[src/hdl/clahe_tile_map_interpolation_defines.svh]
// assertion macros for the tile map interpolation block
// used by the top level only
`ifndef CLAHE_TILE_MAP_INTERPOLATION_DEFINES_SVH
`define CLAHE_TILE_MAP_INTERPOLATION_DEFINES_SVH
// implication checked at each clock edge outside reset
`define CTMI_ASSERT_IMPL(label, ante, cons, msg) \
	label: assert property (@(posedge clk) disable iff (!arst_n) (ante) |-> (cons)) \
		else $error(msg);
// next-cycle implication
`define CTMI_ASSERT_NEXT(label, ante, cons, msg) \
	label: assert property (@(posedge clk) disable iff (!arst_n) (ante) |=> (cons)) \
		else $error(msg);
`endif

[src/hdl/ctmi_ram.sv]
// generic single write, single registered read port memory
// no dependencies
`timescale 1ns / 1ps
module ctmi_ram #(
	parameter int Width = 8,
	parameter int DepthP = 256
) (
	input  logic clk,
	input  logic we,
	input  logic [$clog2(DepthP)-1:0] waddr,
	input  logic [Width-1:0] wdata,
	input  logic re,
	input  logic [$clog2(DepthP)-1:0] raddr,
	output logic [Width-1:0] rdata
);
	logic [Width-1:0] mem [DepthP];
	always_ff @(posedge clk) begin
		if (we)
			mem[waddr] <= wdata;
		if (re)
			rdata <= mem[raddr];
	end
endmodule

[config.mk]
export PLATFORM = sky130hd
export DESIGN_NAME = ctmi_ram
export DESIGN_NICKNAME = d
export VERILOG_FILES = /design/src/hdl/clahe_tile_map_interpolation_defines.svh /design/src/hdl/ctmi_ram.sv
export SDC_FILE = /design/constraint.sdc
export NUM_CORES = 2
export LEC_CHECK = 0
export BUFFER_PORTS_ARGS = -buffer_cell sky130_fd_sc_hd__buf_2
export CAP_MARGIN = 10
export CELL_PAD_IN_SITES_DETAIL_PLACEMENT = 1
export CELL_PAD_IN_SITES_GLOBAL_PLACEMENT = 2
export CORE_ASPECT_RATIO = 0.8
export CORE_UTILIZATION = 38
export DETAILED_ROUTE_END_ITERATION = 6
export PLACE_DENSITY_LB_ADDON = 0.2
export SETUP_SLACK_MARGIN = 0.2
export SLEW_MARGIN = 20
export SYNTH_ARGS = -nofsm -noshare
export SYNTH_HDL_FRONTEND = slang
export SYNTH_SLANG_ARGS = --single-unit
[constraint.sdc]
create_clock -name clk -period 6.1 [get_ports clk]
set_input_delay 0 -clock clk [delete_from_list [all_inputs] [get_ports clk]]
set_output_delay 0 -clock clk [all_outputs]
set_load 0.02 [all_outputs]
* After elaboration in Yosys (flattened, before gate mapping)
Memories as Yosys holds them, arrays and structs flattened. A register that Yosys moved wholly into a read port is not among the register bits. Cells that the tools add are included.
Cells by class: mux-type cells 2
Operators by type and width (number):
- 1-bit two-way mux | 2
Word-level totals: register bits after elaboration 0, RAM bits 2048, input bits 27, output and inout port bits 8, logic and storage cells 3, memories kept 1
Memory list:
- mem | words 256, bits a word 8, read ports 1, clocked after Yosys merged registers in 1, wr ports 1, RTL line ctmi_ram.sv:16 | logic [Width-1:0] mem [DepthP];

* Depth between registers and ports, before layout
word-level depth 2, gate-level depth with buffers 11

* Worst setup path after synthesis
OpenSTA, ideal clock, no wires.
kind in2reg, from input raddr[0], to register rdata[2] (read register of mem) (data pin), data arrival time 1807 ps, required time 5831 ps, path slack 4024 ps, cell stages on the path 9, path through buf_6 -> buf_12 -> buf_8 -> buf_2 -> mux4_2 -> a22oi_1 -> a21oi_1 -> nor4_1 -> nor4_2
RTL lines:
- from (decl) | RTL line ctmi_ram.sv:13 | input logic [$clog2(DepthP)-1:0] raddr,
- to (decl) | RTL line ctmi_ram.sv:14 | output logic [Width-1:0] rdata

* Worst setup path in the final report
from input waddr[1], to memory mem[214][5], enable pin
RTL lines:
- from (decl) | RTL line ctmi_ram.sv:10 | input logic [$clog2(DepthP)-1:0] waddr,
- to (decl) | RTL line ctmi_ram.sv:16
Straight into the memory's write port.

==> impl_metrics.env <==
export IMPL_dr_pass1_iters=5
export IMPL_r2r_end="rdata[7]"
export IMPL_p_int_uw=22690
export IMPL_drv_slew=0
export IMPL_synth_edff_count=2056
export IMPL_layout_min_cycle_time_ns=3.256
export IMPL_core_area_um2=207100
export IMPL_reg2reg_slack_ns=3.14
export IMPL_postCtsResizedCells=0
export IMPL_cts_max_level=4
export IMPL_ant_nets=0
export IMPL_die_area_um2=211400
export IMPL_endpoint_kind="flip-flop"
export IMPL_clkLatencyLatePin_ns=0.84
export IMPL_layout_drive_gt1_share_pct=22.33
export IMPL_critPathKind="in2reg"
export IMPL_drc=0
export IMPL_crit_path_start="waddr[1]"
export IMPL_critPathTopFamily="simple AND/OR/NAND/NOR gates"
export IMPL_clockBufferDepth=3
export IMPL_start_kind="input port"
export IMPL_finalHoldViolCount=0
export IMPL_via_count=38464
export IMPL_max_freq_ghz=0.3072
export IMPL_hold_path_class="in2reg"
export IMPL_slowest_delay_ns=0.85
export IMPL_p_switching_uw=6415
export IMPL_synth_seq_cells=2056
export IMPL_die_y_um=411.5
export IMPL_place_ws_ns=2.220
export IMPL_drt_wirelength_per_cell_um=32.79
export IMPL_cts_root_buf="clkbuf_16"
export IMPL_seqPwrFrac_pct=53.6
export IMPL_synth_cell_type_count=54
export IMPL_cp_arrival_ns=3.69
export IMPL_dpl_hpwl_mm=134.7
export IMPL_p_sw_share_pct=22.04
export IMPL_post_cts_buffers=0
export IMPL_rows=149
export IMPL_wirelength_mm=223.1
export IMPL_pin_count=35
export IMPL_run_status="finished, final reports clean"
export IMPL_irDropWorstVdd_uv=309.7
export IMPL_area_growth_pct=12.20
export IMPL_dr_first_iter_drc_count=3960
export IMPL_fin_crit_sh_pct=53.37
export IMPL_cts_sinks=2056
export IMPL_cts_tree="built"
export IMPL_crit_buf_inv=3
export IMPL_grt_max_degree=177
export IMPL_crit_path_cell_trace="dlygate4sd3_1 -> buf_2 -> nor2b_1 -> nand3_2 -> buf_4 -> nor2_1"
export IMPL_synth_warnings=0
export IMPL_initial_core_util_pct=38.45
export IMPL_synth_ff_type="edfxtp_1"
export IMPL_p_leak_uw=0.02708
export IMPL_via_per_inst=5.654
export IMPL_die_w_um=513.8
export IMPL_fill_cells=19041
export IMPL_syn_cell_area_um2=79640
export IMPL_postCtsHoldBufs=14
export IMPL_p_comb_share_pct=5.0
export IMPL_clock_skew_final_ns=0.03595
export IMPL_final_nets=3871
export IMPL_numCtsBuffers=202
export IMPL_gp_congestion=0.7889
export IMPL_crit_cells=6
export IMPL_slew_headroom_pct=12.47
export IMPL_cp_max_fo=10
export IMPL_synth_cells=3733
export IMPL_crit_slowest_cell="nor2b_1"
export IMPL_yosysSeqAreaShare_pct=77.53
export IMPL_avgSynthCellArea_um2=21.33
export IMPL_async_flop_share_pct=0
export IMPL_grt_pass1_wl_mm=312.4
export IMPL_fin_setup_tns_ns=0
export IMPL_p_per_area_nw_per_um2=325.8
export IMPL_antenna_found_initial=20
export IMPL_crit_path_end="mem[214][5]"
export IMPL_worst_slew_pin_slew_ns=1.313
export IMPL_power_share_clock_pct=41.4
export IMPL_worst_r2r_path_depth=6
export IMPL_port_buffers=34
export IMPL_finalWorstSetupSlack_ns=2.844
export IMPL_drv_cap=0
export IMPL_clkTransAtPathRegs_ns=0.06
export IMPL_syn_num_nets=3760
export IMPL_setup_violations=0
export IMPL_track_usage_pct=21.07
export IMPL_gr_total_overflow=0
export IMPL_critPathRequiredTime_ns=6.53
export IMPL_reg2reg_from="mem[96][7]"
export IMPL_grt_pass1_vias=39939
export IMPL_rsz0062_at_grt="false"
flip-flops by register name, indices dropped and copies added, names as in the netlist:
signal / count
rdata: 8
mem: 2048
synthesized netlist by cell type (3+ instances only):
cell | n | area (µm²)
nor2_1 | 282 | 1059
nand2b_1 | 8 | 50.05
nor4_1 | 24 | 150.1
buf_2 | 31 | 155.2
a21oi_1 | 96 | 480.5
a22o_1 | 8 | 70.07
o211ai_1 | 10 | 75.07
nand4_1 | 10 | 62.56
nor2b_1 | 31 | 193.9
clkbuf_1 | 111 | 416.7
mux2i_1 | 134 | 1341
buf_1 | 22 | 82.58
a22oi_1 | 133 | 998.5
buf_12 | 8 | 160.2
nand2_1 | 33 | 123.9
nand3_1 | 34 | 170.2
a211oi_1 | 16 | 120.1
buf_4 | 27 | 202.7
o22a_1 | 5 | 43.79
buf_6 | 21 | 236.5
o32ai_1 | 4 | 35.03
and2_1 | 6 | 37.54
a221oi_1 | 13 | 113.9
nor3_1 | 22 | 110.1
edfxtp_1 | 2056 | 61740
o221ai_1 | 46 | 402.9
nor4_2 | 3 | 37.54
mux4_2 | 454 | 10220
buf_8 | 13 | 195.2
o21ai_0 | 10 | 50.05
o22ai_1 | 28 | 175.2
or2_2 | 4 | 25.02
power groups by stage:
stage	clock (µW)	combinational (µW)	sequential, µW
3_3_place_gp	0	1450	15900
5_1_grt	12700	1540	15600
6_report	12000	1460	15600
3_5_place_dp	0	1470	15900
4_1_cts	12300	1480	15600
2_1_floorplan	0	757	15900
kinds of logic after synthesis:
family | after synthesis | share of synthesized area, %
multiplexers | 591 | 14.60
buffers and inverters | 235 | 1.829
AO/OA/AOI/OAI | 385 | 3.416
AND/OR/NAND/NOR | 466 | 2.625
flip-flops | 2056 | 77.53
worst min-delay path, delay by kind of cell:
kind	cells	cell delay (ns)
buf+inv	1	0.28
simple gates	2	0.38
cell usage in the layout, fill, tap and decap left out, types with 5 or more instances in the layout:
cell / netlist / final
nor2_1: 282 / 276
a22oi_1: 133 / 133
buf_12: 8 / 16
buf_8: 13 / 10
a22o_1: 8 / 8
o22ai_1: 28 / 28
clkinv_2: 0 / 43
nand3_1: 34 / 25
nand3_2: 0 / 9
nor3_1: 22 / 22
clkbuf_16: 0 / 205
nand2b_1: 8 / 8
buf_2: 31 / 22
buf_4: 27 / 77
a211oi_1: 16 / 15
mux2i_1: 134 / 134
mux4_2: 454 / 454
edfxtp_1: 2056 / 2056
o22a_1: 5 / 5
nor4_1: 24 / 18
nand4_1: 10 / 10
clkbuf_1: 111 / 42
inv_6: 0 / 5
clkinv_1: 1 / 52
o21ai_0: 10 / 10
bufinv_16: 0 / 12
a21oi_1: 96 / 96
nand2_1: 33 / 33
a221oi_1: 13 / 13
dlygate4sd3_1: 0 / 14
o221ai_1: 46 / 46
nor4_2: 3 / 9
o211ai_1: 10 / 10
nor2b_1: 31 / 27
and2_1: 6 / 5
layer usage:
layer	share of wire [%]	vias up	wire length, µm	GRT usage (%)
met3	7.7	291	17270	5.860
met4	2.0	16	4395	4.700
met5	0.047	-	105	0
met2	45	1184	100200	31.51
li1	-	15921	-	-
met1	45	21052	101100	30.64
cell type report:
type                            count  area [µm²]  area share [%]
Timing Repair Buffer              140        1310           1.466
Antenna cell                        2       5.005        0.005601
Inverter                            2       7.507        0.008402
Tap cell                         2793        3495           3.911
Clock buffer                      247        5288           5.918
Multi-Input combinational cell   1442       16580           18.56
Sequential cell                  2056       61740           69.10
Clock inverter                    121       923.4           1.033
per-stage QoR:
step / instances / total power [µW] / utilization (%) / hold slack [ns] / area (µm²)
after floorplan: 3733 / 16650 / - / 0.09887 / 79640
after global placement: 6419 / 17360 / 40.05 / 0.4409 / 82950
after detailed placement: 6419 / 17380 / 40.06 / 0.4315 / 82970
after CTS: 6801 / 29360 / 43.13 / 0.03331 / 89320
after global routing: 6802 / 29860 / 43.14 / 0.05700 / 89350
final: 6803 / 29110 / 43.14 / 0.09820 / 89350
worst min path at each step:
stage	endpoint	start	cells past startpoint
floorplan	mem[0][0]	wdata[0]	0
global placement	rdata[2]	re	1
CTS	mem[223][0]	we	3
global route	mem[223][0]	we	3
finish	mem[223][0]	we	3
detailed placement	rdata[2]	re	1
Note: power is estimated with default switching activity, not from simulation.
