<file path="src/hdl/clahe_tile_map_interpolation_defines.svh">
// assertion macros for the tile map interpolation block
// used by the top level only
`ifndef CLAHE_TILE_MAP_INTERPOLATION_DEFINES_SVH
`define CLAHE_TILE_MAP_INTERPOLATION_DEFINES_SVH
// implication checked at each clock edge outside reset
`define CTMI_ASSERT_IMPL(label, ante, cons, msg) \
	label: assert property (@(posedge clk) disable iff (!arst_n) (ante) |-> (cons)) \
		else $error(msg);
// next-cycle implication
`define CTMI_ASSERT_NEXT(label, ante, cons, msg) \
	label: assert property (@(posedge clk) disable iff (!arst_n) (ante) |=> (cons)) \
		else $error(msg);
`endif

</file>
<file path="src/hdl/ctmi_pkg.sv">
// shared constants and types for the tile map interpolation block
// no dependencies
`timescale 1ns / 1ps
package ctmi_pkg;
	localparam int TilesAcross = 8;
	localparam int TilesDown = 8;
	localparam int Bins = 256;
	localparam int TcW = $clog2(TilesAcross);
	localparam int TrW = $clog2(TilesDown);
	localparam int TileW = TcW + TrW;
	localparam int AddrW = TileW + 8;
	localparam int Depth = TilesAcross * TilesDown * Bins;
	localparam int NumStages = 7;
	localparam logic [1:0] RegTileWidth = 2'd0;
	localparam logic [1:0] RegTileHeight = 2'd1;
	localparam logic CmdWrite = 1'b0;
	localparam logic CmdPixel = 1'b1;
	// restoring divide of 2^34 by size+1, one quotient bit per cycle
	localparam logic [5:0] DivSteps = 6'd35;
	// quotient and remainder of 2^34 / 65 for the reset size of 64
	localparam logic [34:0] RecipQuoReset = 35'((64'd1 << 34) / 64'd65);
	localparam logic [9:0] RecipRemReset = 10'((64'd1 << 34) % 64'd65);

	typedef struct packed {
		logic [7:0] blue;
		logic [7:0] green;
		logic [7:0] red;
	} rgb_t;

	// per axis band result
	typedef struct packed {
		logic [11:0] off;   // pos - lower center, 0 in the low band
		logic [9:0] span;   // hi - lo + 1
		logic [3:0] t_lo;
		logic [3:0] t_hi;
	} band_t;
endpackage

</file>
<file path="src/hdl/ctmi_blend.sv">
// one channel: two horizontal lerps then one vertical lerp, two stages
// depends on ctmi_pkg
`timescale 1ns / 1ps
module ctmi_blend import ctmi_pkg::*; (
	input  logic clk,
	input  logic en,
	input  logic [16:0] fx,
	input  logic [16:0] fy,
	input  logic [7:0] ul,
	input  logic [7:0] ur,
	input  logic [7:0] dl,
	input  logic [7:0] dr,
	output logic [7:0] res
);
	logic signed [27:0] pa, pb, po;
	logic signed [9:0] a, b;
	logic signed [9:0] a_q, b_q;
	logic [16:0] fy_q;

	// products stay below 2^25 in magnitude, arithmetic shift gives floor
	assign pa = $signed({11'd0, fx}) * 28'(signed'({2'b0, ur} - {2'b0, ul}));
	assign pb = $signed({11'd0, fx}) * 28'(signed'({2'b0, dr} - {2'b0, dl}));
	assign a = signed'({2'b0, ul}) + 10'(pa >>> 16);
	assign b = signed'({2'b0, dl}) + 10'(pb >>> 16);

	always_ff @(posedge clk) begin
		if (en) begin
			a_q <= a;
			b_q <= b;
			fy_q <= fy;
		end
	end

	assign po = $signed({11'd0, fy_q}) * 28'(b_q - a_q);

	always_ff @(posedge clk) begin
		if (en)
			res <= 8'(a_q + 10'(po >>> 16));
	end
endmodule

</file>
<file path="config.mk">
export PLATFORM = sky130hd
export DESIGN_NAME = ctmi_blend
export DESIGN_NICKNAME = d
export VERILOG_FILES = /design/src/hdl/clahe_tile_map_interpolation_defines.svh /design/src/hdl/ctmi_pkg.sv /design/src/hdl/ctmi_blend.sv
export SDC_FILE = /design/constraint.sdc
export NUM_CORES = 1
export LEC_CHECK = 0
export ABC_AREA = 1
export BUFFER_PORTS_ARGS = -buffer_cell sky130_fd_sc_hd__buf_2
export CAP_MARGIN = 0
export CORE_MARGIN = 2
export CORE_UTILIZATION = 40
export CTS_CLUSTER_DIAMETER = 120
export DETAILED_ROUTE_END_ITERATION = 8
export MAX_ROUTING_LAYER = met4
export SYNTH_ARGS = -nofsm -noshare
export SYNTH_HDL_FRONTEND = slang
export SYNTH_SLANG_ARGS = --single-unit
</file>
<file path="constraint.sdc">
create_clock -name clk -period 14.2 [get_ports clk]
set_input_delay 0.71 -clock clk [delete_from_list [all_inputs] [get_ports clk]]
set_output_delay 0.71 -clock clk [all_outputs]
set_load 0.02 [all_outputs]
</file>
* Yosys cells after proc, flatten, opt, wreduce, memory -nomap -nowiden
Index checks and enable logic that the tools add are counted.
** Storage, ports and cells
- Memories :: 0
- Word-level logic and storage cells :: 13
- Flip-flop bits (word level) :: 45
- Memory bits (writable) :: 0
- ROM bits :: 0
- Latch bits :: 0
** Cells by class
- Shift operators :: 0
- Muxes and demuxes :: 0
- Reduce and logical (&&, ||, !) cells :: 0
- Magnitude comparators :: 0
- Divide/modulo/power cells :: 0
- Add/sub/neg operators :: 6
- Bitwise gates (word level) :: 0
- Equality and inequality tests :: 0
- Multipliers :: 3
** Operators by type and width (count)
- $mul 18x9->26 :: 2
- $mul 18x11->24 :: 1
- $add 9x10->10 :: 2
- $sub 8x8->9 :: 2
- $sub 10x10->11 :: 1
- $add 8x8->8 :: 1

* Depth between registers and ports, before layout
- Depth in word-level cells :: 3
- Gate-level depth with buffers :: 49
- Mapped depth without buffers :: 49

* Worst setup path after synthesis
OpenSTA, ideal clock, no wires.
- Kind :: input-to-reg
- From :: in ur[0]
- To :: reg a_q[8] (data pin)
- Setup time :: 0.259 ns
- Buffers on the path :: 1
- Arrival :: 7.260 ns
- Required time :: 13.941 ns
- Slack :: 6.681 ns
- Stages :: 32
- Cell sequence :: inv_1 ha_1 fa_1 o21ai_0 xor2_1 buf_2 nor2_1 fa_1 inv_1 fa_1 inv_1 fa_1 fa_1 inv_1 fa_1 inv_1 ha_1 nand2_1 nor4_1 nand2_1 nand2_2 xor2_1 ha_1 inv_1 fa_1 o21ai_0 a21oi_1 o21bai_1 nand2_1 nand2_1 a21oi_1 xnor2_1
** Between the ends
- Word-level cells in the longest chain between the ends :: 3
** Ends and longest elaborated chain
- start: declaration :: RTL line ctmi_blend.sv:10 : input logic [7:0] ur,
- $sub 8x8->9 :: RTL line ctmi_blend.sv:21 : assign pa = $signed({11'd0, fx}) * 28'(signed'({2'b0, ur} - {2'b0, ul}));
- $mul 18x9->26 :: RTL line ctmi_blend.sv:21
- $add 9x10->10 :: RTL line ctmi_blend.sv:23 : assign a = signed'({2'b0, ul}) + 10'(pa >>> 16);
- via a[8] :: RTL line ctmi_blend.sv:16 : logic signed [9:0] a, b;
- end signal: assignment :: RTL line ctmi_blend.sv:28 : a_q <= a;
- end: declaration :: RTL line ctmi_blend.sv:17 : logic signed [9:0] a_q, b_q;
The timed path passes the listed nets, and every way through them passes these cells.
A chain may end at the register's enable or synchronous reset.

* Final worst setup path
- From :: in ul[0]
- To :: reg a_q[8] (data pin)
** Between the ends
- Word-level cells in the longest chain between the ends :: 3
** Ends and longest elaborated chain
- start: declaration :: RTL line ctmi_blend.sv:9 : input logic [7:0] ul,
- $sub 8x8->9 :: RTL line ctmi_blend.sv:21
- $mul 18x9->26 :: RTL line ctmi_blend.sv:21
- $add 9x10->10 (*) :: RTL line ctmi_blend.sv:23
- via a[8] :: RTL line ctmi_blend.sv:16
The timed path passes the listed nets; every way through them passes the cells marked *.

==> run metrics <==
status=completed; global-route wire length before repair=79600 µm; Worst setup EP type=flop; syn nets=2923; critical path data arrival time=8.36 ns; Rel. slew slack=0.454; Syn Area/Cell=8.02 µm²; layout cell share with drive strength beyond 1=0.0573; GP Congestion=0.931; Slew Viols, Final=0; synth top area cells=fa_1, ha_1, inv_1, nand2_1, edfxtp_1; overall routing resource usage=0.220; CTS tree=yes; post-CTS sizing=0; flops & latches, synth=45; Slowest-stage cell, CP=fa_1; port bufs=75; DR iter-0 viols=848; Placeable Area=45300 µm²; hold slack=0.561 ns; sum of negative setup slack=0 ns; Ports=76; WHS Endpoint=fy_q[2]; Synth area leader=fa_1; r2r endpoint=res[6]; number of iterations in the first detailed-routing pass=5; total wire length=48400 µm; most common cell after layout, fill and taps aside=inv_1; RSZ-0062 raised after global routing=no; most frequent CP cell=fa_1; largest net degree at the start of global routing=46; Post-synth ARST share=0; Tightest Hold Check Type=in -> reg; Max Cap Viol=0; remaining global-route overflow=0; Synth warnings=0; library cells used by synthesis=50; clock skew=0.00557 ns; Reg-to-Reg Start=a_q[0]; Via Count=14400; DRC Markers=0; synthesized area=18300 µm²; CTS Buf Count=5; Peak Freq=121 MHz; fin crit period=8.29 ns; CP delay by family, top=adder cells; CP bufs+invs=6; Worst-path clk slew=0.08 ns; Worst Hold Launch=fy[2]; Multi-input gate area=14500 µm²; cells after synthesis=2279; clock sink total=45; reg2reg path depth=33; maximum root-to-sink buffer count=2; Tightest Pin Transition=0.817 ns; Via density=4.93; Post-synth EDFFs=45; NumNets Final=2964; Final Cycle Share=0.584; root buffer cell=clkbuf_16; Core Util, Final=0.429; Post-DP HPWL=40900 µm; startpoint types=input pin; Initial Utilization=0.404; Die Height=218 µm; post-route non-filler standard cell count=2923; later-pin clock latency in the skew report=0.32 ns; worst reg-to-reg setup slack=6.03 ns; Synth Flop Type=edfxtp_1; Max FO, Critical Path=11; number of global-route vias before repair=15400; final setup fails=0; Placed Instances=2913; chip width=218 µm; slowest stage delay, CP=0.54 ns; Fill cells=4614; ANT nets after route=0; Hold Path Cell Cnt=1; critical path type=in -> reg; Final Hold Vio Count=0; commonest cells after routing, fill and taps aside=inv_1, nand2_1, fa_1, nor2_1, ha_1; die area=47400 µm²; Synth top area share=0.378; H-tree levels=2; Worst EP required=14.27 ns; Reg area=1350 µm²; initial antenna violation count=2; register area share after synthesis=0.0739; area delta synth->final=6.21%; Post-CTS Setup Bufs=0; CTS Hold Buffers Added=0; row cnt=78; wire length per cell=16.6 µm
## flip-flops by register name, indices dropped and copies added, names as in the netlist
name and count:
res 8, fy_q 17, b_q 10, a_q 10
## stage by stage
step	setup slack (ns)	instance area, µm²
after floorplan	6.68	18300
after CTS	5.89	19400
final	5.91	19400
after global routing	5.32	19400
after global placement	5.79	19200
after detailed placement	5.55	19200
## cells in the mapped netlist, drive strengths merged, types with 3 or more instances
library cell  number
a21boi             3
a21o               4
a21oi             95
a31oi              3
buf               15
clkbuf            36
clkinv            10
edfxtp            45
fa               345
ha               231
inv              567
nand2            440
nand3             44
nand3b             3
nand4             11
nor2             277
nor3              10
nor4               8
o211ai             4
o21a               5
o21ai             38
o21bai             7
o221ai             3
or2               11
xnor2             18
xor2              39
## worst reg2reg max path: cells and delay by family (launching register included)
family | cells | cell delay (ns)
adder cells (fa/ha/maj) | 10 | 4.16
AO/OA/AOI/OAI | 5 | 1.11
XOR/XNOR | 2 | 0.52
AND/OR/NAND/NOR | 9 | 0.88
flip-flops | 1 | 0.47
buffers and inverters | 7 | 0.80
## final cells by class
cell class	count	share of cell area
sequential	45	0.0696
inverter	577	0.112
clock buffer	6	0.00664
multi-input combinational	1606	0.748
antenna	2	0.000258
timing repair buffer	85	0.0232
clock inverter	2	0.00200
tap	600	0.0387
## routing by layer
| metal | vias to the layer above | part of all wire | track usage |
|---|---|---|---|
| li1 | 6881 | - | - |
| met1 | 7123 | 0.41 | 0.261 |
| met5 | - | 0 | - |
| met4 | 0 | 0.025 | 0.0603 |
| met2 | 355 | 0.52 | 0.396 |
| met3 | 63 | 0.042 | 0.0225 |
## worst max-delay path by stage
stage / cells after the start / end / startpoint / slack, ns
5_1_grt: 34 / b_q[8] / dl[0] / 5.32
4_1_cts: 34 / a_q[8] / ul[0] / 5.89
2_1_floorplan: 32 / a_q[8] / ur[0] / 6.68
6_report: 34 / a_q[8] / ul[0] / 5.91
3_5_place_dp: 34 / a_q[8] / ul[0] / 5.55
3_3_place_gp: 34 / a_q[8] / ul[0] / 5.79
## logic make-up after synthesis
logic type | count (synthesis) | synth area share
simple gates | 806 | 0.179
buf+inv | 628 | 0.132
fa+ha+maj | 576 | 0.536
compound gates | 167 | 0.0520
xor+xnor | 57 | 0.0277
flops | 45 | 0.0739
Power is not shown: default switching activity piles up to over one toggle a cycle in this logic, so the estimate is an artifact.
