$ cat src/hdl/clahe_tile_map_interpolation_defines.svh
// assertion macros for the tile map interpolation block
// used by the top level only
`ifndef CLAHE_TILE_MAP_INTERPOLATION_DEFINES_SVH
`define CLAHE_TILE_MAP_INTERPOLATION_DEFINES_SVH
// implication checked at each clock edge outside reset
`define CTMI_ASSERT_IMPL(label, ante, cons, msg) \
	label: assert property (@(posedge clk) disable iff (!arst_n) (ante) |-> (cons)) \
		else $error(msg);
// next-cycle implication
`define CTMI_ASSERT_NEXT(label, ante, cons, msg) \
	label: assert property (@(posedge clk) disable iff (!arst_n) (ante) |=> (cons)) \
		else $error(msg);
`endif

$ cat src/hdl/ctmi_pkg.sv
// shared constants and types for the tile map interpolation block
// no dependencies
`timescale 1ns / 1ps
package ctmi_pkg;
	localparam int TilesAcross = 8;
	localparam int TilesDown = 8;
	localparam int Bins = 256;
	localparam int TcW = $clog2(TilesAcross);
	localparam int TrW = $clog2(TilesDown);
	localparam int TileW = TcW + TrW;
	localparam int AddrW = TileW + 8;
	localparam int Depth = TilesAcross * TilesDown * Bins;
	localparam int NumStages = 7;
	localparam logic [1:0] RegTileWidth = 2'd0;
	localparam logic [1:0] RegTileHeight = 2'd1;
	localparam logic CmdWrite = 1'b0;
	localparam logic CmdPixel = 1'b1;
	// restoring divide of 2^34 by size+1, one quotient bit per cycle
	localparam logic [5:0] DivSteps = 6'd35;
	// quotient and remainder of 2^34 / 65 for the reset size of 64
	localparam logic [34:0] RecipQuoReset = 35'((64'd1 << 34) / 64'd65);
	localparam logic [9:0] RecipRemReset = 10'((64'd1 << 34) % 64'd65);

	typedef struct packed {
		logic [7:0] blue;
		logic [7:0] green;
		logic [7:0] red;
	} rgb_t;

	// per axis band result
	typedef struct packed {
		logic [11:0] off;   // pos - lower center, 0 in the low band
		logic [9:0] span;   // hi - lo + 1
		logic [3:0] t_lo;
		logic [3:0] t_hi;
	} band_t;
endpackage

$ cat src/hdl/ctmi_band.sv
// finds band centers, tile indices and offset along one axis, two stages
// depends on ctmi_pkg
`timescale 1ns / 1ps
module ctmi_band import ctmi_pkg::*; (
	input  logic clk,
	input  logic en,
	input  logic [10:0] pos,
	input  logic [8:0] size,
	input  logic [4:0] count_m1,
	output band_t band
);
	// stage a: compare against band limits and parallel compare search of k
	logic [8:0] half;
	logic [15:0] last_start;
	logic [15:0] rel;
	logic [15:0] kb [16];
	logic [3:0] k;
	logic lo_band, hi_band;
	logic [3:0] k_q;
	logic lo_q, hi_q;
	logic [11:0] rel_q;
	logic [8:0] size_q;
	logic [3:0] cm1_q;
	logic [15:0] ksz;

	assign half = {1'b0, size[8:1]};
	assign last_start = 16'(count_m1) * 16'(size) + 16'(half);
	assign lo_band = {5'd0, pos} < {7'd0, half};
	assign hi_band = !lo_band && {5'd0, pos} >= last_start;
	assign rel = {5'd0, pos} - 16'(half);

	// k = rel / size, count below 16: largest k with k*size <= rel
	always_comb begin
		k = '0;
		for (int i = 0; i < 16; i++) begin
			kb[i] = 16'(i) * 16'(size);
			if (kb[i] <= rel && 5'(i) <= count_m1)
				k = 4'(i);
		end
	end

	always_ff @(posedge clk) begin
		if (en) begin
			k_q <= k;
			lo_q <= lo_band;
			hi_q <= hi_band;
			rel_q <= rel[11:0];
			size_q <= size;
			cm1_q <= count_m1[3:0];
		end
	end

	assign ksz = 16'(k_q) * 16'(size_q);

	always_ff @(posedge clk) begin
		if (en) begin
			if (lo_q) begin
				band.off <= '0;
				band.span <= 10'd1;
				band.t_lo <= '0;
				band.t_hi <= '0;
			end else if (hi_q) begin
				band.off <= 12'(rel_q - 12'(cm1_q) * 12'(size_q));
				band.span <= 10'd1;
				band.t_lo <= cm1_q;
				band.t_hi <= cm1_q;
			end else begin
				band.off <= 12'(rel_q - ksz[11:0]);
				band.span <= 10'(size_q) + 10'd1;
				band.t_lo <= k_q;
				band.t_hi <= k_q + 4'd1;
			end
		end
	end
endmodule

$ cat config.mk
export PLATFORM = sky130hd
export DESIGN_NAME = ctmi_band
export DESIGN_NICKNAME = d
export VERILOG_FILES = /design/src/hdl/clahe_tile_map_interpolation_defines.svh /design/src/hdl/ctmi_pkg.sv /design/src/hdl/ctmi_band.sv
export SDC_FILE = /design/constraint.sdc
export NUM_CORES = 1
export LEC_CHECK = 0
export ABC_CLOCK_PERIOD_IN_PS = 10700
export BUFFER_PORTS_ARGS = -buffer_cell sky130_fd_sc_hd__buf_2
export CAP_MARGIN = 20
export CORE_MARGIN = 5
export CORE_UTILIZATION = 40
export DETAILED_ROUTE_END_ITERATION = 10
export PLACE_DENSITY = 0.66
export RECOVER_POWER = 50
export SLEW_MARGIN = 20
export SYNTH_ARGS = -nofsm -noshare
export SYNTH_HDL_FRONTEND = slang
export SYNTH_SLANG_ARGS = --single-unit
$ cat constraint.sdc
create_clock -name clk -period 10.7 [get_ports clk]
set_input_delay 1.605 -clock clk [delete_from_list [all_inputs] [get_ports clk]]
set_output_delay 1.605 -clock clk [all_outputs]
set_load 0.005 [all_outputs]
### Word level (Yosys, flattened, before mapping)

Cells that the tools add are included.

* memories: 0
* bits in latches: 0
* flip-flop bits (word level): 61
* word-level logic and storage cells: 101
* input port bits: 27
* bits in writable memories: 0
* bits in read-only memories: 0

* reductions and logical operators: 21
* muxes and demuxes: 15
* shift operators: 0
* equal/unequal tests: 0
* bitwise operators: 0
* div/mod/pow operators: 0
* multiply operators: 14
* $add $sub $neg: 6
* magnitude comparators: 32

Operators with widths (number)
* 13-bit by 16-bit less-or-equal comparator with 1-bit output: 7
* 12-bit by 16-bit less-or-equal comparator with 1-bit output: 4
* 4-bit by 9-bit multiplier with 13-bit output (first input constant): 4
* 3-bit by 9-bit multiplier with 12-bit output (first input constant): 4
* 4-bit by 5-bit less-or-equal comparator with 1-bit output (first input constant): 8
* 2-bit by 9-bit multiplier with 11-bit output (first input constant): 3
* 11-bit by 16-bit less-or-equal comparator with 1-bit output: 2
* 30-bit 2-to-1 mux: 1
* 4-bit by 9-bit multiplier with 12-bit output: 2
* 4-bit 2-to-1 mux: 6
* 12-bit subtractor: 2
* 3-bit by 5-bit less-or-equal comparator with 1-bit output (first input constant): 4
* 10-bit by 16-bit less-or-equal comparator with 1-bit output: 1
* 9-bit by 16-bit less-or-equal comparator with 1-bit output: 1
* 1-bit logical AND: 16
* 14-bit by 8-bit adder with 15-bit output: 1
* 11-bit by 15-bit >= comparator with 1-bit output: 1
* 5-bit by 9-bit multiplier with 14-bit output: 1
* 3-bit 2-to-1 mux: 4
* 11-bit by 8-bit subtractor with 12-bit output: 1
* 11-bit by 8-bit less-than comparator with 1-bit output: 1
* 9-bit by 1-bit adder with 10-bit output (second input constant): 1
* 2-bit by 5-bit less-or-equal comparator with 1-bit output (first input constant): 2
* 8-bit OR reduction: 1
* other kinds (7): 10

### Logic depth before layout (Yosys ltp)

Gate-level depths: netlist of run 1.

* word-level depth: 17
* depth in mapped cells: 24
* gate-level depth less buffers: 24

### Worst setup path after synthesis of run 1

Ideal clock, no wire load.

* path kind: input to register
* start point: in size[2]
* end point: reg k_q[2], data pin
* slack: 4.118 ns
* buffers on the path: 1
* setup time: 0.260 ns
* arrival: 6.322 ns
* stages on the path: 20
* required time: 10.440 ns
* cell sequence: clkbuf_1 inv_1 fa_1 a211oi_2 o21ai_4 a21oi_1 nor2b_1 or3_1 xor2_1 ha_1 and4_1 nand3_1 o211ai_1 maj3_1 o32a_1 maj3_2 a211oi_1 a211oi_1 nor2b_1 o21ai_1

* cells in the longest elaborated chain, start to end: 12

RTL lines
* start, declared: line ctmi_band.sv:8 `input logic [8:0] size,`
* 2-bit by 9-bit multiplier with 11-bit output / 11-bit by 8-bit subtractor with 12-bit output (equally long branches): line ctmi_band.sv:36, ctmi_band.sv:30
* 11-bit by 16-bit less-or-equal comparator with 1-bit output: line ctmi_band.sv:37 `if (kb[i] <= rel && 5'(i) <= count_m1)`
* 1-bit logical AND: line ctmi_band.sv:37
* 4-bit 2-to-1 mux (5 in a row): line ctmi_band.sv:37
* 3-bit 2-to-1 mux (4 in a row): line ctmi_band.sv:37
* end signal, assigned: line ctmi_band.sv:44 `k_q <= k;`
* end, declared: line ctmi_band.sv:19 `logic [3:0] k_q;`

Several ways; a longest one is shown, not always the timed one.
A chain may end at the register's enable or synchronous reset.

### Final worst setup path of run 1

* start point: in size[3]
* end point: reg k_q[0], data pin

* cells in the longest elaborated chain, start to end: 17

RTL lines
* 11-bit by 8-bit subtractor with 12-bit output (*): line ctmi_band.sv:30 `assign rel = {5'd0, pos} - 16'(half);`
* named net rel[7]: line ctmi_band.sv:15 `logic [15:0] rel;`
* 9-bit by 16-bit less-or-equal comparator with 1-bit output: line ctmi_band.sv:37
* 1-bit logical AND: line ctmi_band.sv:37
* 1-bit 2-to-1 mux: line ctmi_band.sv:37
* 4-bit 2-to-1 mux (6 in a row): line ctmi_band.sv:37
* 3-bit 2-to-1 mux (4 in a row): line ctmi_band.sv:37
* 2-bit 2-to-1 mux (2 in a row): line ctmi_band.sv:37
* 1-bit 2-to-1 mux: line ctmi_band.sv:37

The timed path passes the listed nets; every way through them passes the cells marked *.

==> results of run 1 <==
==> area by class of cell <==
type	instances	share of cell area, %
timing repair buffer	72	2.39
inverter	174	4.34
clock buffer	9	1.49
multi-input combinational	1308	75.6
tap	455	3.76
sequential	61	12.1
clock inverter	7	0.372
==> placed cells by master, fill, tap and decap left out, types with 7 or more instances in the layout <==
master     instances
buf_4              8
nor3_1            18
nand3_1           26
o21bai_1          17
nor2b_1           19
a21boi_0          11
inv_1            169
nand4_1           19
xor2_1            25
nand2b_1          15
a31oi_1           12
clkbuf_1          15
nor2_1            86
o21a_1            23
maj3_1            11
ha_1             266
buf_2             49
o21ai_0           64
and2_1            36
nand2_1          143
a21oi_1          110
nor4_1             7
a21o_1            36
o31ai_1           11
o211ai_1           7
edfxtp_1          61
or3_1             16
xnor2_1           85
a211oi_1          11
clkbuf_16          9
fa_1             115
==> flip-flops by register name, indices dropped and copies added (netlist names) <==
register / cells
size_q: 9
cm1_q: 4
rel_q: 12
lo_q: 1
k_q: 4
hi_q: 1
band: 30
==> tightest hold or removal path, stage by stage, from the launching register on <==
cell	delay, ns
edfxtp_1	0.35
buf_4	0.21
nor2_1	0.11
==> power breakdown <==
group / internal [W] / switching, W / total [W]
Clock: 0.000176 / 0.000108 / 0.000284
Combinational: 0.000987 / 0.00126 / 0.00225
Sequential: 0.000335 / 0.0000519 / 0.000387
==> logic make-up after synthesis <==
| group | synth area share [%] |
|---|---|
| adders and majority gates | 40.8 |
| xor gates and xnor gates | 7.97 |
| AOI/OAI and AO/OA | 17.1 |
| buffers and inverters | 5.91 |
| and+or+nand+nor | 14.9 |
| DFF | 13.0 |
| muxes | 0.355 |
==> layer usage <==
metal / global-route usage [%] / wire, um
met1: 27.8 / 17600
met2: 35.2 / 18900
met3: 2.84 / 2890
met4: 6.76 / 1340
met5: 0 / 0
==> final timing paths <==
kind	start	endpoint	slack, ns
setup / recovery	size[3]	k_q[0]$_SDFFCE_PP1P_	2.02
hold / removal	lo_q$_DFFE_PP_	band[18]$_SDFFCE_PP0P_	0.80
hold reg to reg	lo_q$_DFFE_PP_	band[18]$_SDFFCE_PP0P_	0.80
setup reg to reg	size_q[0]$_DFFE_PP_	band[29]$_SDFFCE_PP0P_	6.15
==> metrics by stage <==
step	total power, W	instances	utilization, %	area [sq um]
3_5_place_dp	0.00262	2070	42.9	14900
2_1_floorplan	0.00209	1586	-	14100
3_3_place_gp	0.00257	2070	42.9	14900
6_report	0.00292	2086	43.6	15100
5_1_grt	0.00324	2086	43.6	15100
4_1_cts	0.00292	2086	43.8	15200
==> flow_metrics.py, run 1 <==
metrics = {
    "status": {
        "status": "finished, violations left",
        "violations": "max-capacitance violations, max-slew violations",
    },
    "logic_synthesis": {
        "ys_warn_count": 0,
        "netlist_area_sq_um": 14100,
        "syn_area_per_cell_sq_um": 8.90,
        "yosys.area.top_type": "ha_1",
        "synth_top_area_share_pct": 23.6,
        "synthArstFlopShare_pct": 0,
        "synthesis.nets": 1994,
        "synthTopCellsByArea": "ha_1, fa_1, edfxtp_1",
        "synth.most_common_cell": "ha_1",
        "ys.flop_type": "edfxtp_1",
        "synth-edff-count": 61,
        "ys_seq_area_share_pct": 13.0,
        "ys_top_cells_by_count": "ha_1, inv_1, nand2_1",
        "ys_types": 84,
        "synth_cells": 1586,
        "synth-seq-cells": 61,
    },
    "final_layout": {
        "area_growth_syn_to_layout_pct": 7.34,
        "nFillCells": 3448,
        "drive_gt1_share_pct": 6.50,
        "num_antenna_cells": 0,
        "register_area_sq_um": 1830,
        "fin_nets": 2034,
        "multi_input_area_sq_um": 11400,
    },
    "timing": {
        "max_clock_freq_mhz": 115,
        "post-route-period-util_pct": 81.1,
        "slew_viol_final": 244,
        "finalClockSkew_ns": 0.0121,
        "tightest_slew_ns": 3.34,
        "setup_ws_ns": 2.02,
        "grt_setup_unrepaired": "false",
        "fin_crit_ns": 8.68,
        "finalSetupTns_ns": 0,
        "relSlewSlack_pct": -123,
        "final-hold-violation-count": 0,
        "hold_ws_ns": 0.796,
        "setup_viol": 0,
    },
    "setup_path": {
        "path_depth": 23,
        "critPathTopFamily": "compound AO/OA/AOI/OAI gates",
        "crit_chain": "buf_2 -> clkbuf_1 -> inv_1 -> ha_1 -> o211a_1 -> o21ai_2 -> a21oi_1 -> o21ai_0 -> nand2b_1 -> xor2_1 -> inv_1 -> ha_1 -> a21o_1 -> a21o_1 -> a21oi_1 -> nor2b_1 -> a311oi_1 -> a21bo_2 -> a31oi_1 -> a211oi_1 -> a211oi_1 -> o21ai_1 -> o31a_1",
        "criticalPathCategory": "in2reg",
        "crit_fanout": 26,
        "crit_buf_inv": 4,
        "max_stage_delay_ns": 1.62,
        "critPathArrivalTime_ns": 8.78,
        "start_kind": "primary input",
        "required_ns": 10.80,
        "reg2reg_depth": 16,
        "critPathSlowestCell": "clkbuf_1",
        "crit_path_end_kind": "register",
    },
    "power_and_ir_drop": {
        "powerDensity_nw_per_um2": 193,
        "leakage_nw": 6.93,
        "vdd_drop_max_mv": 0.121,
    },
    "worst_hold_path": {
        "whs_path_depth": 2,
        "hold_path_class": "reg2reg",
    },
    "job": {
        "maxCapViolCount": 8,
    },
    "clock_tree": {
        "cts_buffers": 9,
        "clkLatencyLatePin_ns": 0.34,
        "post_cts_buffers": 0,
        "cts.sinks": 61,
        "cts_tree": "built",
        "hold_buffers": 0,
        "h-tree-depth": 3,
        "cts_root_buf": "clkbuf_16",
        "clk_pin_slew_worst_paths_ns": 0.06,
        "ctsLongestPathBuffers": 2,
        "cts.repair.resized": 0,
    },
    "grt": {
        "overflow": 0,
        "grt_max_degree": 62,
        "antenna_found_initial": 0,
        "gr-usage-all-layers_pct": 20.9,
        "grt_pass1_wl_um": 65200,
        "grt_pass1_vias": 12200,
    },
    "drt": {
        "vias": 12000,
        "avgRoutedWirePerCell_um": 19.5,
        "routed_wl_um": 40700,
        "dr.pass1.iters": 6,
        "drc_errors": 0,
        "drtIter0Drc": 911,
        "antenna_left": 0,
        "vias_per_cell": 5.75,
    },
    "place": {
        "preCtsSetupSlack_ns": 3.40,
        "dp_hpwl_um": 31400,
        "gp_congestion": 0.916,
        "io_buffer_count": 56,
    },
    "die": {
        "fp.dieH_um": 198,
        "rows": 68,
        "num_io_pins": 57,
        "die_area_sq_um": 39100,
        "start_util_pct": 40.7,
        "die_x_um": 198,
        "core_area_sq_um": 34700,
    },
}
Note: power is estimated with default switching activity, not from simulation.
==> run 2, diff against run 1 <==
--- a/config.mk
+++ b/config.mk
@@ -5,13 +5,14 @@
 export SDC_FILE = /design/constraint.sdc
 export NUM_CORES = 1
 export LEC_CHECK = 0
-export ABC_CLOCK_PERIOD_IN_PS = 10700
+export ABC_AREA = 1
+export ABC_CLOCK_PERIOD_IN_PS = 7000
 export BUFFER_PORTS_ARGS = -buffer_cell sky130_fd_sc_hd__buf_2
 export CAP_MARGIN = 20
 export CORE_MARGIN = 5
 export CORE_UTILIZATION = 40
 export DETAILED_ROUTE_END_ITERATION = 10
-export PLACE_DENSITY = 0.66
+export PLACE_DENSITY = 0.68
 export RECOVER_POWER = 50
 export SLEW_MARGIN = 20
 export SYNTH_ARGS = -nofsm -noshare
==> constraint.sdc (replaced) <==
create_clock -name clk -period 7 [get_ports clk]
set_input_delay 1.05 -clock clk [delete_from_list [all_inputs] [get_ports clk]]
set_output_delay 1.05 -clock clk [all_outputs]
set_load 0.005 [all_outputs]
==> run 2 against run 1 <==
Effect of this change: the flow still finishes with violations (max-capacitance violations, max-slew violations); global-route usage decreased by 0.67 points; first-iteration DRC count shrank 3.6%; sequential power grew 51%; critical endpoint unchanged; largest cell class unchanged.
==> flow_metrics.py, run 2 <==
metrics = {
    "die": {
        "die_x_um": 197,
        "die_area_sq_um": 38700,
        "start_util_pct": 40.5,
        "core_area_sq_um": 34500,
        "rows": 68,
        "num_io_pins": 57,
        "fp.dieH_um": 197,
    },
    "logic_synthesis": {
        "synth-edff-count": 61,
        "synth_top_family_by_area": "adder cells",
        "synthesis.nets": 2241,
        "netlist_area_sq_um": 13900,
        "ys_seq_area_share_pct": 13.1,
        "muxShareOfSynthArea_pct": 0,
        "ys.flop_type": "edfxtp_1",
        "synth.most_common_cell": "nand2_1",
        "synth-seq-cells": 61,
        "yosys.area.top_type": "ha_1",
        "synth-xor-area-share_pct": 4.59,
        "synthArstFlopShare_pct": 0,
        "synth_cells": 1833,
        "ys_top_cells_by_count": "nand2_1, inv_1, ha_1",
        "synth_top_area_share_pct": 23.9,
        "synthTopCellsByArea": "ha_1, fa_1, edfxtp_1",
        "syn_area_per_cell_sq_um": 7.60,
        "synthAdderAreaFrac_pct": 40.4,
        "synth_compound_area_share_pct": 11.8,
        "ys_types": 56,
        "ys_warn_count": 0,
        "synth-simple-area-share_pct": 20.2,
    },
    "worst_hold_path": {
        "whs_path_depth": 1,
        "hold_path_class": "reg2reg",
        "min_to": "band[18]$_SDFFCE_PP0P_",
        "hold_start": "rel_q[2]$_DFFE_PP_",
    },
    "clock_tree": {
        "ctsLongestPathBuffers": 2,
        "clkLatencyLatePin_ns": 0.33,
        "cts_tree": "built",
        "cts_buffers": 9,
        "cts.repair.resized": 0,
        "post_cts_buffers": 0,
        "clk_pin_slew_worst_paths_ns": 0.05,
        "cts_root_buf": "clkbuf_16",
        "hold_buffers": 0,
        "cts.sinks": 61,
        "h-tree-depth": 3,
    },
    "setup_path": {
        "required_ns": 7.07,
        "criticalPathCategory": "in2reg",
        "max_stage_delay_ns": 0.98,
        "crit_chain": "buf_2 -> clkbuf_1 -> ha_1 -> fa_1 -> ha_1 -> nand2_1 -> nor4_1 -> o21a_1 -> o21ai_0 -> nand2_1 -> xnor2_1 -> inv_1 -> ha_1 -> nand4_1 -> nor4b_1 -> nand2_1 -> nand2_1 -> nand2_1 -> nand3_1 -> nand2_1 -> nand2_1 -> nand2_1 -> nand2_1 -> nand2_1",
        "cpMostUsedCell": "nand2_1",
        "critPathSlowestCell": "clkbuf_1",
        "reg2reg_depth": 23,
        "reg2reg_from": "size_q[0]$_DFFE_PP_",
        "crit_fanout": 13,
        "reg2reg_to": "band[29]$_SDFFCE_PP0P_",
        "crit_start": "size[6]",
        "crit_path_end_kind": "register",
        "start_kind": "primary input",
        "reg2reg_setup_slack_ns": 2.44,
        "critPathArrivalTime_ns": 6.17,
    },
    "timing": {
        "slew_viol_final": 62,
        "tightest_slew_ns": 3.21,
        "fin_crit_ns": 6.10,
        "finalSetupTns_ns": 0,
        "finalClockSkew_ns": 0.0108,
        "final-hold-violation-count": 0,
        "relSlewSlack_pct": -114,
        "grt_setup_unrepaired": "false",
        "post-route-period-util_pct": 87.1,
        "max_clock_freq_mhz": 164,
        "setup_viol": 0,
        "setup_ws_ns": 0.904,
    },
    "power_and_ir_drop": {
        "powerDensity_nw_per_um2": 283,
        "swShare_pct": 50.8,
        "leakage_nw": 7.84,
        "vdd_drop_max_mv": 0.185,
        "clkPwrFrac_pct": 10.8,
        "p_sw_w": 0.00216,
        "seq_power_share_pct": 13.7,
        "p_int_w": 0.00209,
        "pwr-share-comb_pct": 75.5,
    },
    "job": {
        "maxCapViolCount": 1,
    },
    "status": {
        "status": "finished, violations left",
        "violations": "max-capacitance violations, max-slew violations",
    },
    "place": {
        "preCtsSetupSlack_ns": 0.859,
        "io_buffer_count": 56,
        "dp_hpwl_um": 30500,
        "gp_congestion": 0.924,
    },
    "final_layout": {
        "drive_gt1_share_pct": 5.10,
        "largest_reg_flops": 30,
        "area_growth_syn_to_layout_pct": 7.86,
        "layout_common_cells": "nand2_1, inv_1, ha_1",
        "final_common_cell": "nand2_1",
        "reg_top3": "band: 30 flops, rel_q: 12 flops, size_q: 9 flops",
        "final_util_pct": 43.6,
        "largest_register": "band",
        "fin_nets": 2286,
    },
    "drt": {
        "antenna_left": 0,
        "vias_per_cell": 5.33,
        "drc_errors": 0,
        "avgRoutedWirePerCell_um": 16.6,
        "dr.pass1.iters": 5,
        "routed_wl_um": 38900,
        "drtIter0Drc": 878,
        "vias": 12500,
    },
    "grt": {
        "grt_max_degree": 62,
        "antenna_found_initial": 0,
        "grt_pass1_vias": 12600,
        "gr-usage-all-layers_pct": 20.2,
        "overflow": 0,
        "grt_pass1_wl_um": 63100,
    },
}
## run 2: cell count changes in the layout (fill, tap and decap cells not counted), sizes merged, moves of 12 or more
| cell | delta |
|---|---|
| nor2 | +28 |
| inv | +147 |
| nand2 | +262 |
| o21a | -22 |
| a21o | -27 |
| maj3 | -12 |
| nand3 | +48 |
| or3 | -16 |
| nand2b | -15 |
| and2 | -32 |
| xnor2 | -58 |
| xor2 | +18 |
| nor2b | -19 |
| a21oi | +34 |
## run 2: layout make-up
| class | instances | area, sq um |
|---|---|---|
| fillers | 3450 | 19400 |
| multi-input cells | 1413 | 10700 |
| flip-flops and latches | 61 | 1830 |
| inverters | 321 | 1200 |
| well taps | 455 | 569 |
| repair buffers | 72 | 380 |
| clock buffers | 11 | 233 |
| clock inverters | 4 | 73.8 |
| diodes | 1 | 2.50 |
## run 2: logic make-up (layout without fill, tap and decap cells)
family | Yosys count | count (layout)
simple gates | 667 | 667
fa+ha+maj | 381 | 381
buf+inv | 359 | 408
compound gates | 292 | 292
xor+xnor | 73 | 73
flops | 61 | 61
other cells | 0 | 1
## run 2: per-layer routing
| layer | GRT usage [%] | share of wire, % | vias to the layer above |
|---|---|---|---|
| met1 | 25.5 | 42 | 5855 |
| met5 | 0 | 0 | - |
| met2 | 35.1 | 47 | 439 |
| li1 | - | - | 6092 |
| met3 | 2.44 | 6.8 | 84 |
| met4 | 8.27 | 4.2 | 0 |
## run 2: worst max path at each step
stage	endpoint	slack, ns	depth (start not counted)
after floorplan	hi_q$_DFFE_PP_	1.61	20
after global placement	hi_q$_DFFE_PP_	0.99	20
after detailed placement	hi_q$_DFFE_PP_	0.86	20
after CTS	hi_q$_DFFE_PP_	1.20	20
after global routing	hi_q$_DFFE_PP_	0.49	21
final	k_q[0]$_SDFFCE_PP1P_	0.90	24
## run 2: power groups by stage
| stage | Clock (W) | Combinational (W) | Sequential [W] |
|---|---|---|---|
| floorplan | 0 | 0.00244 | 0.000547 |
| global placement | 0 | 0.00306 | 0.000586 |
| detailed placement | 0 | 0.00317 | 0.000589 |
| CTS | 0.000468 | 0.00320 | 0.000582 |
| global route | 0.000487 | 0.00371 | 0.000592 |
| finish | 0.000460 | 0.00321 | 0.000583 |
## run 2: per-stage QoR
step | total power [W] | instances | hold WS [ns] | cell area [sq um]
2_1_floorplan | 0.00298 | 1833 | 0.587 | 13900
3_3_place_gp | 0.00365 | 2322 | 0.808 | 14700
3_5_place_dp | 0.00376 | 2322 | 0.835 | 14700
4_1_cts | 0.00425 | 2337 | 0.838 | 15100
5_1_grt | 0.00479 | 2337 | 0.874 | 15000
6_report | 0.00425 | 2338 | 0.840 | 15000
## run 2: critical path: cells and delay by family
family                   cells  cell delay (ns)
XOR/XNOR                     1             0.13
AND/OR/NAND/NOR             14             1.77
buffers and inverters        3             1.37
AO/OA/AOI/OAI                2             0.26
adder cells (fa/ha/maj)      4             1.57
==> run 3, diff against run 2 <==
--- a/config.mk
+++ b/config.mk
@@ -6,13 +6,13 @@
 export NUM_CORES = 1
 export LEC_CHECK = 0
 export ABC_AREA = 1
-export ABC_CLOCK_PERIOD_IN_PS = 7000
+export ABC_CLOCK_PERIOD_IN_PS = 6760
 export BUFFER_PORTS_ARGS = -buffer_cell sky130_fd_sc_hd__buf_2
 export CAP_MARGIN = 20
 export CORE_MARGIN = 5
 export CORE_UTILIZATION = 40
 export DETAILED_ROUTE_END_ITERATION = 10
-export PLACE_DENSITY = 0.68
+export PLACE_DENSITY = 0.66
 export RECOVER_POWER = 50
 export SLEW_MARGIN = 20
 export SYNTH_ARGS = -nofsm -noshare
==> constraint.sdc (replaced) <==
create_clock -name clk -period 6.76 [get_ports clk]
set_input_delay 1.014 -clock clk [delete_from_list [all_inputs] [get_ports clk]]
set_output_delay 1.014 -clock clk [all_outputs]
set_load 0.005 [all_outputs]
==> run 3 against run 2 <==
Effect of this change: the flow still finishes with violations (max-capacitance violations, max-slew violations); sequential power grew 3.8%; die area stayed put; critical path depth decreased by 2; clock power fell by 1%; clock skew is 0.0038 ns lower; clock-buffer cell count decreased by 1; global-route usage rose by 0.40 points; core utilization increased by 0.051 points; first-iteration DRC count down 14%; non-clock buffer count up 4; design area grew 0.12%; cell count rose by 0.26%.
==> flow_metrics.py, run 3 (synthesis results as in run 2) <==
metrics = {
    "die": {
        "start_util_pct": 40.5,
        "die_area_sq_um": 38700,
        "num_io_pins": 57,
        "rows": 68,
        "core_area_sq_um": 34500,
        "die_x_um": 197,
        "fp.dieH_um": 197,
    },
    "final_layout": {
        "reg_top3": "band: 30 flops, rel_q: 12 flops, size_q: 9 flops",
        "layout_common_cells": "nand2_1, inv_1, ha_1",
        "area_growth_syn_to_layout_pct": 7.99,
        "fin_nets": 2290,
        "final_common_cell": "nand2_1",
        "nFillCells": 3418,
        "largest_register": "band",
        "drive_gt1_share_pct": 5.35,
        "largest_reg_flops": 30,
    },
    "place": {
        "gp_congestion": 0.935,
        "preCtsSetupSlack_ns": 0.712,
        "io_buffer_count": 56,
        "dp_hpwl_um": 31400,
    },
    "timing": {
        "finalSetupTns_ns": 0,
        "relSlewSlack_pct": -115,
        "finalClockSkew_ns": 0.00694,
        "final-hold-violation-count": 0,
        "setup_viol": 0,
        "tightest_slew_ns": 3.22,
        "max_clock_freq_mhz": 166,
        "post-route-period-util_pct": 89.3,
        "setup_ws_ns": 0.725,
        "grt_setup_unrepaired": "false",
        "fin_crit_ns": 6.04,
        "slew_viol_final": 62,
    },
    "status": {
        "status": "finished, violations left",
        "violations": "max-capacitance violations, max-slew violations",
    },
    "drt": {
        "met2_wirelength_um": 18900,
        "wl_met1_um": 16600,
        "routed_wl_um": 39600,
        "antenna_left": 0,
        "avgRoutedWirePerCell_um": 16.9,
        "vias_per_cell": 5.35,
        "wl_met3_um": 2340,
        "top_layer": "met4",
        "drc_errors": 0,
        "drtIter0Drc": 751,
        "vias": 12600,
        "dr.pass1.iters": 6,
    },
    "power_and_ir_drop": {
        "vdd_drop_max_mv": 0.221,
        "leakage_nw": 7.85,
        "powerDensity_nw_per_um2": 290,
        "power_w": 0.00437,
    },
    "setup_path": {
        "crit_path_end_kind": "register",
        "max_stage_delay_ns": 0.81,
        "crit_chain": "clkbuf_1 -> fa_1 -> inv_1 -> fa_1 -> fa_1 -> o31ai_1 -> nand2_1 -> nand2_1 -> a21oi_1 -> o21ai_0 -> xnor2_1 -> inv_1 -> ha_1 -> nand4_1 -> nor4_1 -> a31oi_1 -> o21ai_1 -> nand3_1 -> nand2_1 -> inv_1 -> nand2_1 -> nand2_1",
        "cpMostUsedCell": "nand2_1",
        "critPathSlowestCell": "clkbuf_1",
        "criticalPathCategory": "in2reg",
        "crit_fanout": 14,
        "required_ns": 6.85,
        "start_kind": "primary input",
        "critPathArrivalTime_ns": 6.12,
    },
    "clock_tree": {
        "cts_buffers": 9,
        "hold_buffers": 0,
        "cts.repair.resized": 0,
        "h-tree-depth": 3,
        "cts_tree": "built",
        "clkLatencyLatePin_ns": 0.34,
        "post_cts_buffers": 0,
        "cts_root_buf": "clkbuf_16",
        "clk_pin_slew_worst_paths_ns": 0.05,
        "ctsLongestPathBuffers": 2,
        "cts.sinks": 61,
    },
    "grt": {
        "antenna_found_initial": 1,
        "grt_pass1_vias": 12600,
        "grt_max_degree": 62,
        "overflow": 0,
        "gr-usage-all-layers_pct": 20.6,
        "grt_pass1_wl_um": 64100,
    },
    "job": {
        "maxCapViolCount": 1,
    },
    "worst_hold_path": {
        "hold_path_class": "reg2reg",
    },
}
-- run 3: path summary, 6_finish.rpt --
path	start	end	slack [ns]	cells past startpoint
min	rel_q[2]$_DFFE_PP_	band[18]$_SDFFCE_PP0P_	0.84	1
min reg2reg	rel_q[2]$_DFFE_PP_	band[18]$_SDFFCE_PP0P_	0.84	1
max	size[0]	k_q[0]$_SDFFCE_PP1P_	0.72	22
max reg2reg	k_q[2]$_SDFFCE_PP1P_	band[29]$_SDFFCE_PP0P_	2.21	23
-- run 3: metrics by stage --
stage	cells	area (sq um)	hold slack [ns]	util (%)
after global routing	2342	15000	0.884	43.7
after detailed placement	2326	14800	0.816	42.9
after floorplan	1833	13900	0.587	-
after global placement	2326	14800	0.808	42.9
after CTS	2342	15100	0.839	43.7
final	2344	15100	0.841	43.7
-- run 3: per-layer routing --
metal / vias up / track usage [%]
met2: 368 / 36.1
met1: 5941 / 25.6
met4: 0 / 8.22
met3: 131 / 2.87
met5: - / 0
li1: 6110 / -
-- run 3: critical path: cells and delay by family --
| family | cells | cell delay (ns) |
|---|---|---|
| AO/OA/AOI/OAI | 5 | 1.19 |
| buffers and inverters | 4 | 1.02 |
| AND/OR/NAND/NOR | 8 | 0.95 |
| XOR/XNOR | 1 | 0.18 |
| adder cells (fa/ha/maj) | 4 | 1.75 |
-- run 3: power by group --
group          switching (W)  internal, W
Clock               0.000169     0.000284
Combinational        0.00199      0.00132
Sequential         0.0000784     0.000526
-- run 3: cell type report --
| type | count | area [sq um] | share of cell area, % |
|---|---|---|---|
| diodes | 2 | 5.00 | 0.0332 |
| clock buffers | 10 | 229 | 1.52 |
| clock inverters | 6 | 62.6 | 0.416 |
| inverters | 321 | 1200 | 8.00 |
| multi-input cells | 1413 | 10700 | 71.3 |
| flip-flops and latches | 61 | 1830 | 12.2 |
| well taps | 455 | 569 | 3.78 |
| repair buffers | 76 | 410 | 2.73 |
